### config.mk
export PLATFORM = sky130hd
export DESIGN_NAME = uuid_v4_text_parser_top
export DESIGN_NICKNAME = d
export VERILOG_FILES = /design/src/design/uuidp_pkg.sv /design/src/design/uuidp_parse_core.sv /design/src/design/uuid_v4_text_parser_top.sv
export SDC_FILE = /design/constraint.sdc
export NUM_CORES = 1
export LEC_CHECK = 0
export BUFFER_PORTS_ARGS = -buffer_cell sky130_fd_sc_hd__buf_4
export CAP_MARGIN = 20
export CORE_MARGIN = 1
export CORE_UTILIZATION = 50
export CTS_CLUSTER_SIZE = 8
export DETAILED_ROUTE_END_ITERATION = 10
export GPL_TIMING_DRIVEN = 1
export PLACE_DENSITY = 0.7
export SETUP_SLACK_MARGIN = 0.4
export SYNTH_ARGS = -nofsm -noshare
export SYNTH_HDL_FRONTEND = slang
export SYNTH_HIERARCHICAL = 1
export SYNTH_SLANG_ARGS = --single-unit
### constraint.sdc
create_clock -name clk -period 7.4 [get_ports clk]
set_input_delay 1.85 -clock clk [delete_from_list [all_inputs] [get_ports clk]]
set_output_delay 1.85 -clock clk [all_outputs]
set_load 0.01 [all_outputs]
### src/design/uuidp_pkg.sv
`timescale 1ns / 1ps
// ----------------------------------------------------------------------------
// UUID text parser package
// Shared types, constants and the hex digit decoder for the UUID text parser.
// ----------------------------------------------------------------------------
package uuidp_pkg;

	localparam int unsigned CHAR_W     = 8;
	localparam int unsigned POS_W      = 6;
	localparam int unsigned HALF_W     = 64;
	localparam int unsigned STATUS_W   = 3;
	localparam int unsigned IN_TDATA_W = 8;
	localparam int unsigned OUT_DATA_W = STATUS_W + 2 * HALF_W;
	localparam int unsigned OUT_TDATA_W = ((OUT_DATA_W + 7) / 8) * 8;

	localparam logic [POS_W-1:0]  TEXT_LEN     = POS_W'(36);
	localparam logic [POS_W-1:0]  DIGITS       = POS_W'(32);
	localparam logic [POS_W-1:0]  POS_SATURATE = POS_W'(37);
	localparam logic [CHAR_W-1:0] HYPHEN_CHAR  = 8'h2D;
	localparam logic [3:0]        VERSION_4    = 4'h4;

	// Parse modes held in the configuration register.
	localparam logic MODE_STRICT = 1'b0;
	localparam logic MODE_LOOSE  = 1'b1;

	typedef enum logic [STATUS_W-1:0] {
		ST_OK         = 3'd0,
		ST_BAD_LENGTH = 3'd1,
		ST_BAD_HYPHEN = 3'd2,
		ST_BAD_HEX    = 3'd3,
		ST_BAD_VER    = 3'd4
	} status_t;

	typedef struct packed {
		logic               valid;
		logic [3:0]         nibble;
	} hex_t;

	typedef struct packed {
		status_t            status;
		logic [HALF_W-1:0]  uuid_high;
		logic [HALF_W-1:0]  uuid_low;
	} result_t;

	// Decodes one ASCII byte as a hex digit: 0-9, a-f and A-F.
	function automatic hex_t hex_decode(input logic [CHAR_W-1:0] c);
		hex_t h;
		h.valid  = 1'b1;
		h.nibble = 4'h0;
		if (c >= 8'h30 && c <= 8'h39) begin
			h.nibble = c[3:0];
		end else if ((c >= 8'h61 && c <= 8'h66) || (c >= 8'h41 && c <= 8'h46)) begin
			h.nibble = 4'(c[2:0] + 3'd1) + 4'd8;
		end else begin
			h.valid = 1'b0;
		end
		return h;
	endfunction

endpackage

### src/design/uuidp_parse_core.sv
`timescale 1ns / 1ps
// ----------------------------------------------------------------------------
// UUID text parser core
// Holds the per-string state, updates it once per character and forms the
// result for the final character of a string.
// ----------------------------------------------------------------------------
module uuidp_parse_core (
	input  logic                         clk,
	input  logic                         arst_n,
	input  logic                         step,
	input  logic [uuidp_pkg::CHAR_W-1:0] text_char,
	input  logic                         last_char,
	input  logic                         mode,
	output uuidp_pkg::result_t           result
);
	import uuidp_pkg::*;

	logic [POS_W-1:0]  char_position_q, pos_nxt;
	logic [POS_W-1:0]  digit_count_q, cnt_nxt;
	logic [HALF_W-1:0] high_q, high_nxt;
	logic [HALF_W-1:0] low_q, low_nxt;
	logic              flag_hyphen_q, hyphen_nxt;
	logic              flag_hex_q, hex_nxt;
	hex_t              hv;
	logic              do_shift;
	logic              hyphen_pos;
	status_t           status;

	assign hv = hex_decode(text_char);
	assign hyphen_pos = (char_position_q == POS_W'(8)) || (char_position_q == POS_W'(13)) ||
		(char_position_q == POS_W'(18)) || (char_position_q == POS_W'(23));

	// Next state for the character in hand.
	always_comb begin
		hyphen_nxt = flag_hyphen_q;
		hex_nxt    = flag_hex_q;
		do_shift   = 1'b0;
		if (mode == MODE_STRICT) begin
			if (char_position_q < TEXT_LEN) begin
				if (hyphen_pos) begin
					if (text_char != HYPHEN_CHAR) begin
						hyphen_nxt = 1'b1;
					end
				end else if (!hv.valid) begin
					hex_nxt = 1'b1;
				end else begin
					do_shift = 1'b1;
				end
			end
		end else begin
			if (digit_count_q < DIGITS && text_char != HYPHEN_CHAR) begin
				if (!hv.valid) begin
					hex_nxt = 1'b1;
				end else if (!flag_hex_q) begin
					do_shift = 1'b1;
				end
			end
		end
		// No digit is taken once the value is full.
		if (do_shift && digit_count_q < DIGITS) begin
			high_nxt = {high_q[HALF_W-5:0], low_q[HALF_W-1:HALF_W-4]};
			low_nxt  = {low_q[HALF_W-5:0], hv.nibble};
			cnt_nxt  = digit_count_q + POS_W'(1);
		end else begin
			high_nxt = high_q;
			low_nxt  = low_q;
			cnt_nxt  = digit_count_q;
		end
		pos_nxt = (char_position_q < POS_SATURATE) ? char_position_q + POS_W'(1)
			: char_position_q;
	end

	// Final status in order of precedence for the mode in force.
	always_comb begin
		if (mode == MODE_STRICT) begin
			if (pos_nxt != TEXT_LEN) begin
				status = ST_BAD_LENGTH;
			end else if (hyphen_nxt) begin
				status = ST_BAD_HYPHEN;
			end else if (hex_nxt) begin
				status = ST_BAD_HEX;
			end else if (cnt_nxt != DIGITS) begin
				status = ST_BAD_LENGTH;
			end else begin
				status = ST_OK;
			end
		end else begin
			if (hex_nxt) begin
				status = ST_BAD_HEX;
			end else if (cnt_nxt != DIGITS) begin
				status = ST_BAD_LENGTH;
			end else begin
				status = ST_OK;
			end
		end
		if (status == ST_OK && high_nxt[15:12] != VERSION_4) begin
			status = ST_BAD_VER;
		end
		result.status    = status;
		result.uuid_high = (status == ST_OK) ? high_nxt : '0;
		result.uuid_low  = (status == ST_OK) ? low_nxt : '0;
	end

	// State registers; a final character clears them for the next string.
	always_ff @(posedge clk or negedge arst_n) begin
		if (!arst_n) begin
			char_position_q <= '0;
			digit_count_q   <= '0;
			high_q          <= '0;
			low_q           <= '0;
			flag_hyphen_q   <= 1'b0;
			flag_hex_q      <= 1'b0;
		end else if (step) begin
			if (last_char) begin
				char_position_q <= '0;
				digit_count_q   <= '0;
				high_q          <= '0;
				low_q           <= '0;
				flag_hyphen_q   <= 1'b0;
				flag_hex_q      <= 1'b0;
			end else begin
				char_position_q <= pos_nxt;
				digit_count_q   <= cnt_nxt;
				high_q          <= high_nxt;
				low_q           <= low_nxt;
				flag_hyphen_q   <= hyphen_nxt;
				flag_hex_q      <= hex_nxt;
			end
		end
	end

endmodule

### src/design/uuid_v4_text_parser_top.sv
`timescale 1ns / 1ps
// ----------------------------------------------------------------------------
// UUID version 4 text parser, top level
// Turns a UUID string, one character per transfer, into a status and the
// 128-bit value.
// ----------------------------------------------------------------------------
// Usage:
//   The slave channel takes one ASCII character per transfer, with s_tlast on
//   the final character of a string. Only that final character yields a
//   transfer on the master channel: the status and both halves of the value,
//   which are zero on any error.
//   cfg_we writes the parse mode (0 strict 36-character form, 1 loose hex);
//   the user must write it only while no string is in flight; the block
//   itself does not enforce this. Throughput is one character per cycle,
//   except that a final character waits while a result is stalled. The
//   result of a final character passes the input register, then the
//   result register.
//   When the receiver stalls, the result is held; non-final characters keep
//   flowing, and a second final character waits in the input register until
//   the result register frees.
//   Reset clears the parse mode to strict, all string state and the valid
//   flags of both channel registers.
// ----------------------------------------------------------------------------
module uuid_v4_text_parser_top (
	input  logic                              clk,
	input  logic                              arst_n,
	input  logic                              cfg_we,
	input  logic                              cfg_wdata,
	input  logic                              s_tvalid,
	output logic                              s_tready,
	// s_tdata: text_char [7:0]
	input  logic [uuidp_pkg::IN_TDATA_W-1:0]  s_tdata,
	input  logic                              s_tlast,
	output logic                              m_tvalid,
	input  logic                              m_tready,
	// m_tdata: status [2:0], uuid_high [66:3], uuid_low [130:67], zero [135:131]
	output logic [uuidp_pkg::OUT_TDATA_W-1:0] m_tdata
);
	import uuidp_pkg::*;

	logic                  parse_mode_q;
	logic                  valid_s1;
	logic [CHAR_W-1:0]     char_s1;
	logic                  last_s1;
	logic                  mode_s1;
	logic                  out_free;
	logic                  step;
	result_t               result;
	result_t               result_q;
	logic                  out_valid_q;

	// Configuration register.
	always_ff @(posedge clk or negedge arst_n) begin
		if (!arst_n) begin
			parse_mode_q <= MODE_STRICT;
		end else if (cfg_we) begin
			parse_mode_q <= cfg_wdata;
		end
	end

	// Handshake control: a non-final character always moves on.
	assign out_free = !out_valid_q || m_tready;
	assign step     = valid_s1 && (!last_s1 || out_free);
	assign s_tready = !valid_s1 || step;

	// Input register.
	always_ff @(posedge clk or negedge arst_n) begin
		if (!arst_n) begin
			valid_s1 <= 1'b0;
		end else if (s_tvalid && s_tready) begin
			valid_s1 <= 1'b1;
		end else if (step) begin
			valid_s1 <= 1'b0;
		end
	end

	always_ff @(posedge clk) begin
		if (s_tvalid && s_tready) begin
			char_s1 <= s_tdata[CHAR_W-1:0];
			last_s1 <= s_tlast;
			mode_s1 <= parse_mode_q;
		end
	end

	uuidp_parse_core u_core (
		.clk       (clk),
		.arst_n    (arst_n),
		.step      (step),
		.text_char (char_s1),
		.last_char (last_s1),
		.mode      (mode_s1),
		.result    (result)
	);

	// Result register.
	always_ff @(posedge clk or negedge arst_n) begin
		if (!arst_n) begin
			out_valid_q <= 1'b0;
		end else if (step && last_s1) begin
			out_valid_q <= 1'b1;
		end else if (m_tready) begin
			out_valid_q <= 1'b0;
		end
	end

	always_ff @(posedge clk) begin
		if (step && last_s1) begin
			result_q <= result;
		end
	end

	assign m_tvalid = out_valid_q;
	assign m_tdata  = {{(OUT_TDATA_W - OUT_DATA_W){1'b0}}, result_q.uuid_low,
		result_q.uuid_high, result_q.status};

endmodule

==> results of run 1 <==
-- metal layers --
layer | share of wire (%) | up-vias | GRT usage (%)
li1 | - | 4323 | -
met1 | 47 | 4575 | 31.5
met2 | 46 | 267 | 32.5
met3 | 5.5 | 39 | 3.90
met4 | 1.6 | 0 | 5.76
met5 | 0 | - | 0
-- cells by family after synthesis --
group	after synthesis
AO/OA/AOI/OAI	302
XOR/XNOR	4
adder cells (fa/ha/maj)	8
buffers and inverters	119
flip-flops	286
multiplexers	127
other	2
AND/OR/NAND/NOR	196
-- state kept, by name (all words and copies together), names as in the netlist --
register	cells
char_s1	8
last_s1	1
m_tdata	131
m_tvalid	1
mode_s1	1
parse_mode_q	1
u_core/char_position_q	6
u_core/digit_count_q	6
u_core/flag_hex_q	1
u_core/flag_hyphen_q	1
u_core/high_q	64
u_core/low_q	64
valid_s1	1
-- synthesized netlist by cell type, drive strengths merged (5+ instances only) --
cell type  number
o21ai          12
o2bb2ai       123
clkbuf         76
nor4b           6
nor2           15
dfrtp         145
a22o           10
mux2i         124
ha              8
edfxtp        141
a22oi         117
nand2          13
inv            10
nand2b         10
buf            33
o31ai           5
a21oi          13
nor3          127
-- worst paths after layout --
| kind | start | to | cells after the start |
|---|---|---|---|
| max | m_tready | s_tready | 3 |
| max in group asynchronous | arst_n | u_core/low_q[8] | 2 |
| min reg2reg | parse_mode_q | mode_s1 | 0 |
| min | parse_mode_q | mode_s1 | 0 |
| max reg2reg | char_s1[7] | m_tdata[4] | 8 |
| min in group asynchronous | arst_n | u_core/low_q[49] | 1 |
-- layout make-up --
type                            instances  area, um^2
Sequential cell                       286        7860
Tap cell                              335         419
Fill cell                            2094       10300
Timing Repair Buffer                  165        1270
Clock buffer                           72        1150
Multi-Input combinational cell        645        5210
Inverter                               10        40.0
-- power by group through the flow --
stage / Combinational [W] / Clock, W / Sequential, W
CTS: 0.000274 / 0.00171 / 0.00176
floorplan: 0.000138 / 0 / 0.00181
detailed placement: 0.000274 / 0 / 0.00179
global placement: 0.000271 / 0 / 0.00179
finish: 0.000274 / 0.00168 / 0.00176
global route: 0.000295 / 0.00178 / 0.00177
-- metrics by stage --
| stage | hold slack (ns) | setup slack (ns) | cells |
|---|---|---|---|
| floorplan | 0.421 | 1.48 | 1050 |
| global placement | 0.436 | 3.15 | 1439 |
| CTS | 0.453 | 3.18 | 1511 |
| global route | 0.456 | 3.04 | 1513 |
| finish | 0.444 | 3.26 | 1513 |
| detailed placement | 0.440 | 3.15 | 1439 |
==> impl_results.md, run 1 <==
- Outcome: finished with violations
- Failing checks: design-rule violations
- Synthesized area: 13,500 um^2
- Worst path slowest cell: nand4b_4
- Final setup TNS: 0 ns
- Post-CTS Hold Fix Bufs: 0
- # diodes: 0
- Pwr/cell area: about 230 nW/um^2
- Synth top area share: 31.3%
- Crit-path max cell delay: 0.17 ns
- Worst VDD drop: 0.000134 V
- Final Hold Fails: 0
- Port Buffers: 147
- R2R setup slack: 3.37 ns
- Final Util: roughly 61%
- Combinational power share: 7.4%
- I/O pins: between 150 and 200
- Routed vias/inst: 6.08
- Share of power burned in registers: 47.4%
- CP bufs+invs: 2
- # resized after CTS: 0
- CP endpoint kind: primary output
- Sw Pwr: 0.000849 W
- EDFF count, synth: roughly 140
- Startpoint Class: primary input
- Total gr overflow: 0
- Commonest cells after routing, fill and taps aside: buf_4 (162), dfrtp_1 (145), edfxtp_1 (141), o2bb2ai_1 (123), mux2i_1 (123)
- Die area: 27,800 um^2
- Fmax: roughly 240 MHz
- Largest net degree at the start of global routing: around 90
- Synth Area in XOR/XNOR: 0.259%
- Placement Rows: 59
- Postcts setup bufs: 0
- Register area share after synthesis: 58.1%
- Clk sink count: 286
- Die X: 167 um
- Max FO, Critical Path: 3
- Final ANT Viol Nets: 0
- Core Region: between 20,000 and 30,000 um^2
- Area delta synth->final: 17.7%
- Root Buffer: clkbuf_16
- First-pass GRT wire length: 48,400 um
- Syn_area_per_cell: 13.0 um^2
- Synth Area in Compound Gates: between 10% and 20%
- Clock share of power: 45.2%
- Placed inst area: 14,800 um^2
- Largest cells by area after synthesis: edfxtp_1 (31%), dfrtp_1 (27%), mux2i_1 (9.1%), o2bb2ai_1 (8.0%), a22oi_1 (6.5%)
- Worst EP arrival: 2.29 ns
- Crit Path Category: primary input to primary output
- Initial antenna violation count: 0
- Internal power: 0.00287 W
- Synth Area in Adders: 0.739%
- Hold WC Path Type: register to register
- Vias in the first global route: 8,810
- First drt pass iteration count: 8
- Synth unique cells: 66
- Final setup violation count: 0
- Static Leakage: 5.52 nW
- Relative slew slack: between 30% and 40%
- DRC violations left: 14
- Warnings from Yosys: 6
- Htree depth: 2
- Worst EP required: 5.55 ns
- DRT Wirelength: 29,900 um
- Multiplexer share of the synthesized area: 9.44%
- Nets: 1,172
- Ys async rst share: 50.7%
- Worst Tran Pin Value: 1.05 ns
- RSZ-0062 raised after global routing: false
- Detailed router's first-iteration violation count: 762
- Wire per inst: 19.8 um
- Slew Viols, Final: 0
- Post-Synthesis Cells: 1,044
- Largest family of logic cells by synthesized area: compound AO/OA/AOI/OAI gates
- Switching share of power: a little under a quarter
- Simple-gate share of the synthesized area: about a tenth
- Tcrit/Tclk final: 56.0%
- Final Critical Period: 4.14 ns
- Vias: 9,204
- Ys flop type: dfrtp_1
- Critical path's most frequent cell: buf_4
- Overall Global Routing Usage: 21.4%
- FF+latch count, synth: 286
- Final worst clock skew: between 0.01 and 0.015 ns
- Clock Pin Slew Worst Setup and Hold Paths: around 0.050 ns
- Cts bufs inserted: 41
- Maximum clock insertion buffer count: 3
- Design area: 15,900 um^2
- Most common cell after layout, fill and taps aside: buf_4
- Share of cells above drive strength 1: a little under a quarter
- Power, Total: about 0.0037 W
- Initial Utilization: 51.5%
- Area leader, netlist: edfxtp_1
- DP Wirelength: 17,200 um
- Crit-path cells: buf_4, nand4b_4, buf_4
- CTS tree: built
- Routability congestion estimate: 0.832
- Height of the die: 167 um
- Maximum capacitance violations: 0
- Worst-Skew Late Latency: 0.51 ns
- Crit path max-delay family: buffers and inverters
Note: power is estimated with default switching activity, not from simulation.
==> run 2, diff against run 1 <==
clock period = 3.9 ns   (was 7.4 ns; I/O delays follow)
==> impl_results.md, run 2 (synthesis gave the netlist of run 1 again) <==
- Crit Path Category: register to register (was primary input to primary output)
- Outcome: finished with violations (unchanged)
- Post-CTS Hold Fix Bufs: 0 (unchanged)
- Hold WC Path Type: primary input to async pin (was register to register)
- RSZ-0062 raised after global routing: true (was false)
- Placement Rows: 59 (unchanged)
- Wire per inst: 19.5 um (was 19.8 um)
- R2R setup slack: 0.61 ns (was 3.37 ns)
- Clock Pin Slew Worst Setup and Hold Paths: 0.05 ns (about the same)
- First drt pass iteration count: 8 (unchanged)
- Failing checks: design-rule violations (unchanged)
- Postcts setup bufs: 0 (unchanged)
- Vias in the first global route: 8,862 (was 8,810)
- Overall Global Routing Usage: 21.5% (was 21.4%)
- Total gr overflow: 0 (unchanged)
- Worst VDD drop: 0.000424 V (was 0.000134 V)
- Routed vias/inst: 6.10 (was 6.08)
- Commonest cells after routing, fill and taps aside: buf_4 (159), dfrtp_1 (145), edfxtp_1 (141), o2bb2ai_1 (123), mux2i_1 (123) (was buf_4 (162), dfrtp_1 (145), edfxtp_1 (141), o2bb2ai_1 (123), mux2i_1 (123))
- Final worst clock skew: 0.0163 ns (was 0.0143 ns)
- Final setup TNS: 0 ns (unchanged)
- Startpoint Class: register (was primary input)
- Hold slack final: 0.279 ns (was 0.444 ns)
- CTS tree: built (unchanged)
- Final setup violation count: 0 (unchanged)
- Final ANT Viol Nets: 0 (unchanged)
- Crit path max-delay family: simple AND/OR/NAND/NOR gates (was buffers and inverters)
- DRT Wirelength: 29,700 um (was 29,900 um)
- Crit-path cells: or3b_2, o32a_1, a21oi_2, or3_4, mux2i_4, buf_4, nor3_1 (was buf_4, nand4b_4, buf_4)
- CP bufs+invs: 1 (was 2)
- Max FO, Critical Path: 31 (was 3)
- Maximum clock insertion buffer count: 3 (unchanged)
- I/O pins: 153 (unchanged)
- Core Region: 26,300 um^2 (unchanged)
- Vias: 9,284 (was 9,204)
- Worst Tran Pin Value: 0.986 ns (was 1.05 ns)
- Crit-path max cell delay: 0.57 ns (was 0.17 ns)
- Worst path slowest cell: mux2i_4 (was nand4b_4)
- Routability congestion estimate: 0.864 (was 0.832)
- First-pass GRT wire length: 48,400 um (about the same)
- Most common cell after layout, fill and taps aside: buf_4 (unchanged)
- Stages on worst setup path: 7 (was 3)
- DP Wirelength: 17,500 um (was 17,200 um)
- Cts bufs inserted: 41 (unchanged)
- Die X: 167 um (unchanged)
- Final Critical Period: 3.29 ns
- Pwr/cell area: 442 nW/um^2 (was 233 nW/um^2)
- # resized after CTS: 0 (unchanged)
- Final Hold Fails: 0 (unchanged)
- R2R cell count: 7 (was 8)
- Area delta synth->final: 19.6% (was 17.7%)
- Detailed router's first-iteration violation count: 831 (was 762)
- Dpl cells: 1,449 (was 1,439)
- # diodes: 0 (unchanged)
- Maximum capacitance violations: 0 (unchanged)
- Relative slew slack: 34.3% (was 30.2%)
- Port Buffers: 147 (unchanged)
- Static Leakage: 5.63 nW (was 5.52 nW)
- Worst EP required: 4.13 ns (was 5.55 ns)
- Root Buffer: clkbuf_16 (unchanged)
- Slew Viols, Final: 0 (unchanged)
- Height of the die: 167 um (unchanged)
- Fmax: between 300 and 400 MHz
- Cell Count, Final, Fillers Out: 1,522 (was 1,513)
- Initial Utilization: 51.5% (unchanged)
- Tcrit/Tclk final: between 80% and 90%
- Worst EP arrival: 3.52 ns (was 2.29 ns)
- DRC violations left: 11 (was 14)
- Htree depth: 2 (unchanged)
- CP endpoint kind: register (was primary output)
- Worst-Skew Late Latency: 0.51 ns (about the same)
- Final Util: 61.6% (was 60.7%)
- Max reg flops: 131 (unchanged)
- Largest net degree at the start of global routing: 101 (was 91)
- Clk sink count: 286 (unchanged)
- Die area: 27,800 um^2 (unchanged)
- Nets: 1,180 (was 1,172)
- Share of cells above drive strength 1: 24.3% (was 23.4%)
- Initial antenna violation count: 0 (unchanged)
## run 2: power breakdown
part,internal (W),total (W),switching (W)
Sequential,0.00328,0.00334,0.0000616
Clock,0.00205,0.00328,0.00123
Combinational,0.000199,0.000537,0.000338
Total,0.00553,0.00716,0.00163
## run 2: layout make-up
| cell class | instances | area [um^2] |
|---|---|---|
| Sequential cell | 286 | 7860 |
| Multi-Input combinational cell | 645 | 5220 |
| Clock inverter | 1 | 8.76 |
| Fill cell | 2051 | 10100 |
| Inverter | 10 | 40.0 |
| Timing Repair Buffer | 173 | 1460 |
| Tap cell | 335 | 419 |
| Clock buffer | 72 | 1190 |
## run 2: metrics by stage
stage               power (W)  setup slack, ns  area (um^2)
finish                0.00716            0.615        16200
global route          0.00741            0.388        16200
CTS                   0.00724            0.638        16200
detailed placement    0.00393            0.659        15000
global placement      0.00393            0.714        15000
floorplan             0.00369            0.367        13600
## run 2: worst paths after layout
| check | startpoint | to |
|---|---|---|
| worst max-delay path | u_core/char_position_q[4] | m_tdata[50] |
| worst min register to register | parse_mode_q | mode_s1 |
| max in group asynchronous | arst_n | u_core/high_q[44] |
| min in group clk | parse_mode_q | mode_s1 |
| worst max register to register | u_core/char_position_q[4] | m_tdata[50] |
| worst min-delay path | arst_n | u_core/char_position_q[3] |
## run 2: metal layers
metal,global-route usage (%),vias to the layer above,part of all wire (%)
met5,0,-,0
met4,5.84,0,1.4
met3,3.26,32,5.4
met2,32.2,281,46
met1,32.4,4617,47
li1,-,4354,-
## run 2: worst register-to-register path, stage by stage (launching register included)
cell	delay [ns]
dfrtp_1	0.49
or3b_2	0.49
o32a_1	0.22
a21oi_2	0.30
or3_4	0.35
mux2i_4	0.58
buf_4	0.42
nor3_1	0.15
==> run 3, diff against run 2 <==
ABC_AREA = 1   (was unset)
clock period = 3.1 ns   (was 3.9 ns; I/O delays follow)
==> impl_results.md, run 3 <==
- Final Critical Period: 2.86 ns (was 3.29 ns)
- First-pass GRT wire length: 42,200 um (was 48,400 um)
- Share of cells above drive strength 1: 26.4% (was 24.3%)
- Detailed router's first-iteration violation count: 633 (was 831)
- Post-Synthesis Cells: 1,193 (was 1,044)
- Power, Total: 0.0101 W (was 0.00716 W)
- Ys async rst share: 50.7% (unchanged)
- Crit path from: char_s1[0] (was u_core/char_position_q[4])
- Final setup margin: 0.240 ns (was 0.615 ns)
- Synth Area in Adders: 0.814% (was 0.739%)
- Synth unique cells: 37 (was 66)
- Fmax: 350 MHz (was 304 MHz)
- Warnings from Yosys: 6 (unchanged)
- Final Hold Fails: 0 (unchanged)
- Startpoint Class: register (unchanged)
- Nets: 1,386 (was 1,180)
- R2R setup slack: 0.24 ns (was 0.61 ns)
- Reg2reg start: char_s1[0] (was u_core/char_position_q[4])
- Multiplexer share of the synthesized area: 0% (was 9.44%)
- Final ANT Viol Nets: 0 (unchanged)
- Synth Area in XOR/XNOR: 0.427% (was 0.259%)
- Height of the die: 159 um (was 167 um)
- Most instantiated cells after synthesis: nand2_1 (175), inv_1 (157), dfrtp_1 (145) (was dfrtp_1 (145), edfxtp_1 (141), mux2i_1 (123), o2bb2ai_1 (123), a22oi_1 (117))
- # diodes: 0 (unchanged)
- Worst path slowest cell: edfxtp_1 (was mux2i_4)
- Cell Count, Final, Fillers Out: 1,716 (was 1,522)
- Final setup violation count: 0 (unchanged)
- Dpl cells: 1,607 (was 1,449)
- CP bufs+invs: 4 (was 1)
- Worst Tran Pin Value: 0.725 ns (was 0.986 ns)
- Port Buffers: 147 (unchanged)
- Overall Global Routing Usage: 20.5% (was 21.5%)
- Worst EP required: 3.45 ns (was 4.13 ns)
- Final worst clock skew: 0.0203 ns (was 0.0163 ns)
- Hold slack final: 0.261 ns (was 0.279 ns)
- Placement Rows: 57 (was 59)
- Maximum clock insertion buffer count: 3 (unchanged)
- Simple-gate share of the synthesized area: 13.4% (was 9.72%)
- Total gr overflow: 0 (unchanged)
- Htree depth: 2 (unchanged)
- Crit path to: m_tdata[13] (was m_tdata[50])
- Core Region: 24,200 um^2 (was 26,300 um^2)
- Crit-path max cell delay: 0.46 ns (was 0.57 ns)
- Worst VDD drop: 0.000426 V (was 0.000424 V)
- Commonest cells after routing, fill and taps aside: buf_4 (171), nand2_1 (163), inv_1 (149), dfrtp_1 (145), edfxtp_1 (141) (was buf_4 (159), dfrtp_1 (145), edfxtp_1 (141), o2bb2ai_1 (123), mux2i_1 (123))
- DRT Wirelength: 27,400 um (was 29,700 um)
- I/O pins: 153 (unchanged)
- Routability congestion estimate: 0.815 (was 0.864)
- Worst EP arrival: 3.21 ns (was 3.52 ns)
- Largest net degree at the start of global routing: 135 (was 101)
- DP Wirelength: 14,600 um (was 17,500 um)
- Static Leakage: 6.89 nW (was 5.63 nW)
- Pwr/cell area: 639 nW/um^2 (was 442 nW/um^2)
- Relative slew slack: 51.7% (was 34.3%)
- RSZ-0062 raised after global routing: true (unchanged)
- Vias in the first global route: 8,399 (was 8,862)
- Tcrit/Tclk final: 92.3% (was 84.2%)
- Hold WC Path Type: primary input to async pin (unchanged)
- Clock Pin Slew Worst Setup and Hold Paths: 0.05 ns (about the same)
- Syn_area_per_cell: 10.3 um^2 (was 13.0 um^2)
- Synthesized area: 12,300 um^2 (was 13,500 um^2)
- Worst slack, placed: 0.175 ns (was 0.659 ns)
- Max reg flops: 131 (unchanged)
- Worst R2R End: m_tdata[13] (was m_tdata[50])
- Initial Utilization: 50.7% (was 51.5%)
- DRC violations left: 0 (was 11)
- Root Buffer: clkbuf_16 (unchanged)
- R2R cell count: 17 (was 7)
- Die X: 159 um (was 167 um)
- Area leader, netlist: edfxtp_1 (unchanged)
- Largest family of logic cells by synthesized area: simple AND/OR/NAND/NOR gates (was compound AO/OA/AOI/OAI gates)
- Maximum capacitance violations: 0 (unchanged)
- Stages on worst setup path: 17 (was 7)
- Initial antenna violation count: 0 (unchanged)
- Crit Path Category: register to register (unchanged)
- Slew Viols, Final: 0 (unchanged)
- Cell with the most instances after synthesis: nand2_1 (was dfrtp_1)
- Crit-path cells: ha_4, inv_2, nand4_1, nand2_2, nand2_4, nand3_4, nand2_4, buf_12, nand3_4, nand2_1, o21ai_2, nand2_1, nor2_4, nand4_4, buf_12, clkbuf_16, nor2_1 (was or3b_2, o32a_1, a21oi_2, or3_4, mux2i_4, buf_4, nor3_1)
- CTS tree: built (unchanged)
- Most common cell after layout, fill and taps aside: buf_4 (unchanged)
- Final Util: 65.1% (was 61.6%)
- First drt pass iteration count: 5 (was 8)
- Max FO, Critical Path: 9 (was 31)
- Worst-Skew Late Latency: 0.51 ns (about the same)
- Routed vias/inst: 5.26 (was 6.10)
- Vias: 9,025 (was 9,284)
- Die area: 25,200 um^2 (was 27,800 um^2)
- Synth top area share: 34.4% (was 31.3%)
- Crit path max-delay family: simple AND/OR/NAND/NOR gates (unchanged)
- Wire per inst: 16.0 um (was 19.5 um)
- CP endpoint kind: register (unchanged)
- Outcome: complete, no violations (was finished with violations)
- FF+latch count, synth: 286 (unchanged)
- Area delta synth->final: 28.4% (was 19.6%)
- Synth Area in Compound Gates: 13.1% (was 17.8%)
- Ys flop type: dfrtp_1 (unchanged)
- Largest cells by area after synthesis: edfxtp_1 (34%), dfrtp_1 (30%), o22ai_1 (6.8%), nand2_1 (5.3%), o21ai_0 (5.3%) (was edfxtp_1 (31%), dfrtp_1 (27%), mux2i_1 (9.1%), o2bb2ai_1 (8.0%), a22oi_1 (6.5%))
- Register area share after synthesis: 63.9% (was 58.1%)
- Cts bufs inserted: 41 (unchanged)
- EDFF count, synth: 141 (unchanged)
- Clk sink count: 286 (unchanged)
-- run 3: changes by cell type after synthesis, sizes merged, moves of 19 or more --
cell and change:
o2bb2ai -123, clkbuf -19, o21ai +125, nor3 -125, a22oi -116, inv +152, nor2 +126, o22ai +133
nand2 +165, nand3 +21, mux2i -124
-- run 3: worst min path at each step --
| stage | start | to | slack (ns) | depth (start not counted) |
|---|---|---|---|---|
| 3_3_place_gp | parse_mode_q | mode_s1 | 0.44 | 0 |
| 6_report | arst_n | u_core/low_q[18] | 0.26 | 1 |
| 3_5_place_dp | parse_mode_q | mode_s1 | 0.44 | 0 |
| 4_1_cts | arst_n | u_core/low_q[5] | 0.28 | 1 |
| 2_1_floorplan | parse_mode_q | mode_s1 | 0.42 | 0 |
| 5_1_grt | arst_n | u_core/low_q[11] | 0.31 | 1 |
-- run 3: final cells by class --
type	count	area [um^2]
clock inverter	1	8.76
fill	1832	8460
multi-input combinational	668	3780
tap	324	405
timing repair buffer	201	1900
clock buffer	71	1180
sequential	286	7860
inverter	165	646
-- run 3: cells by family (layout without fill, tap and decap cells) --
logic type	count (synthesis)	count (layout)
AO/OA/AOI/OAI	284	284
AND/OR/NAND/NOR	360	362
adder cells (fa/ha/maj)	8	8
XOR/XNOR	6	6
flip-flops	286	286
buffers and inverters	247	438
other	2	8
-- run 3: repair_timing --
action | CTS | global route
hold buffers | 0 | 0
buffers inserted | 19 | 5
gates cloned | 2 | 11
resized for setup | 18 | 107
setup endpoints to repair | 121 | 212
pin swaps | 9 | 16
-- run 3: power breakdown --
part,internal [W],leakage [nW],total [W],switching [W]
Clock,0.00256,0.567,0.00409,0.00153
Combinational,0.000534,3.03,0.00148,0.000945
Sequential,0.00433,3.30,0.00452,0.000186
Total,0.00742,6.89,0.0101,0.00266
-- run 3: routing by layer --
metal | vias to the layer above | GRT usage, % | wire length, um
met4 | 0 | 6.09 | 440
met3 | 40 | 4.02 | 1520
met1 | 4318 | 29.1 | 12200
met2 | 276 | 32.2 | 13300
met5 | - | 0 | 0
li1 | 4391 | - | -
-- run 3: metrics by stage --
step / instance area [um^2] / TNS [ns]
2_1_floorplan: 12400 / -18.76
5_1_grt: 15800 / 0
3_5_place_dp: 13800 / 0
3_3_place_gp: 13800 / 0
6_report: 15800 / 0
4_1_cts: 15200 / 0
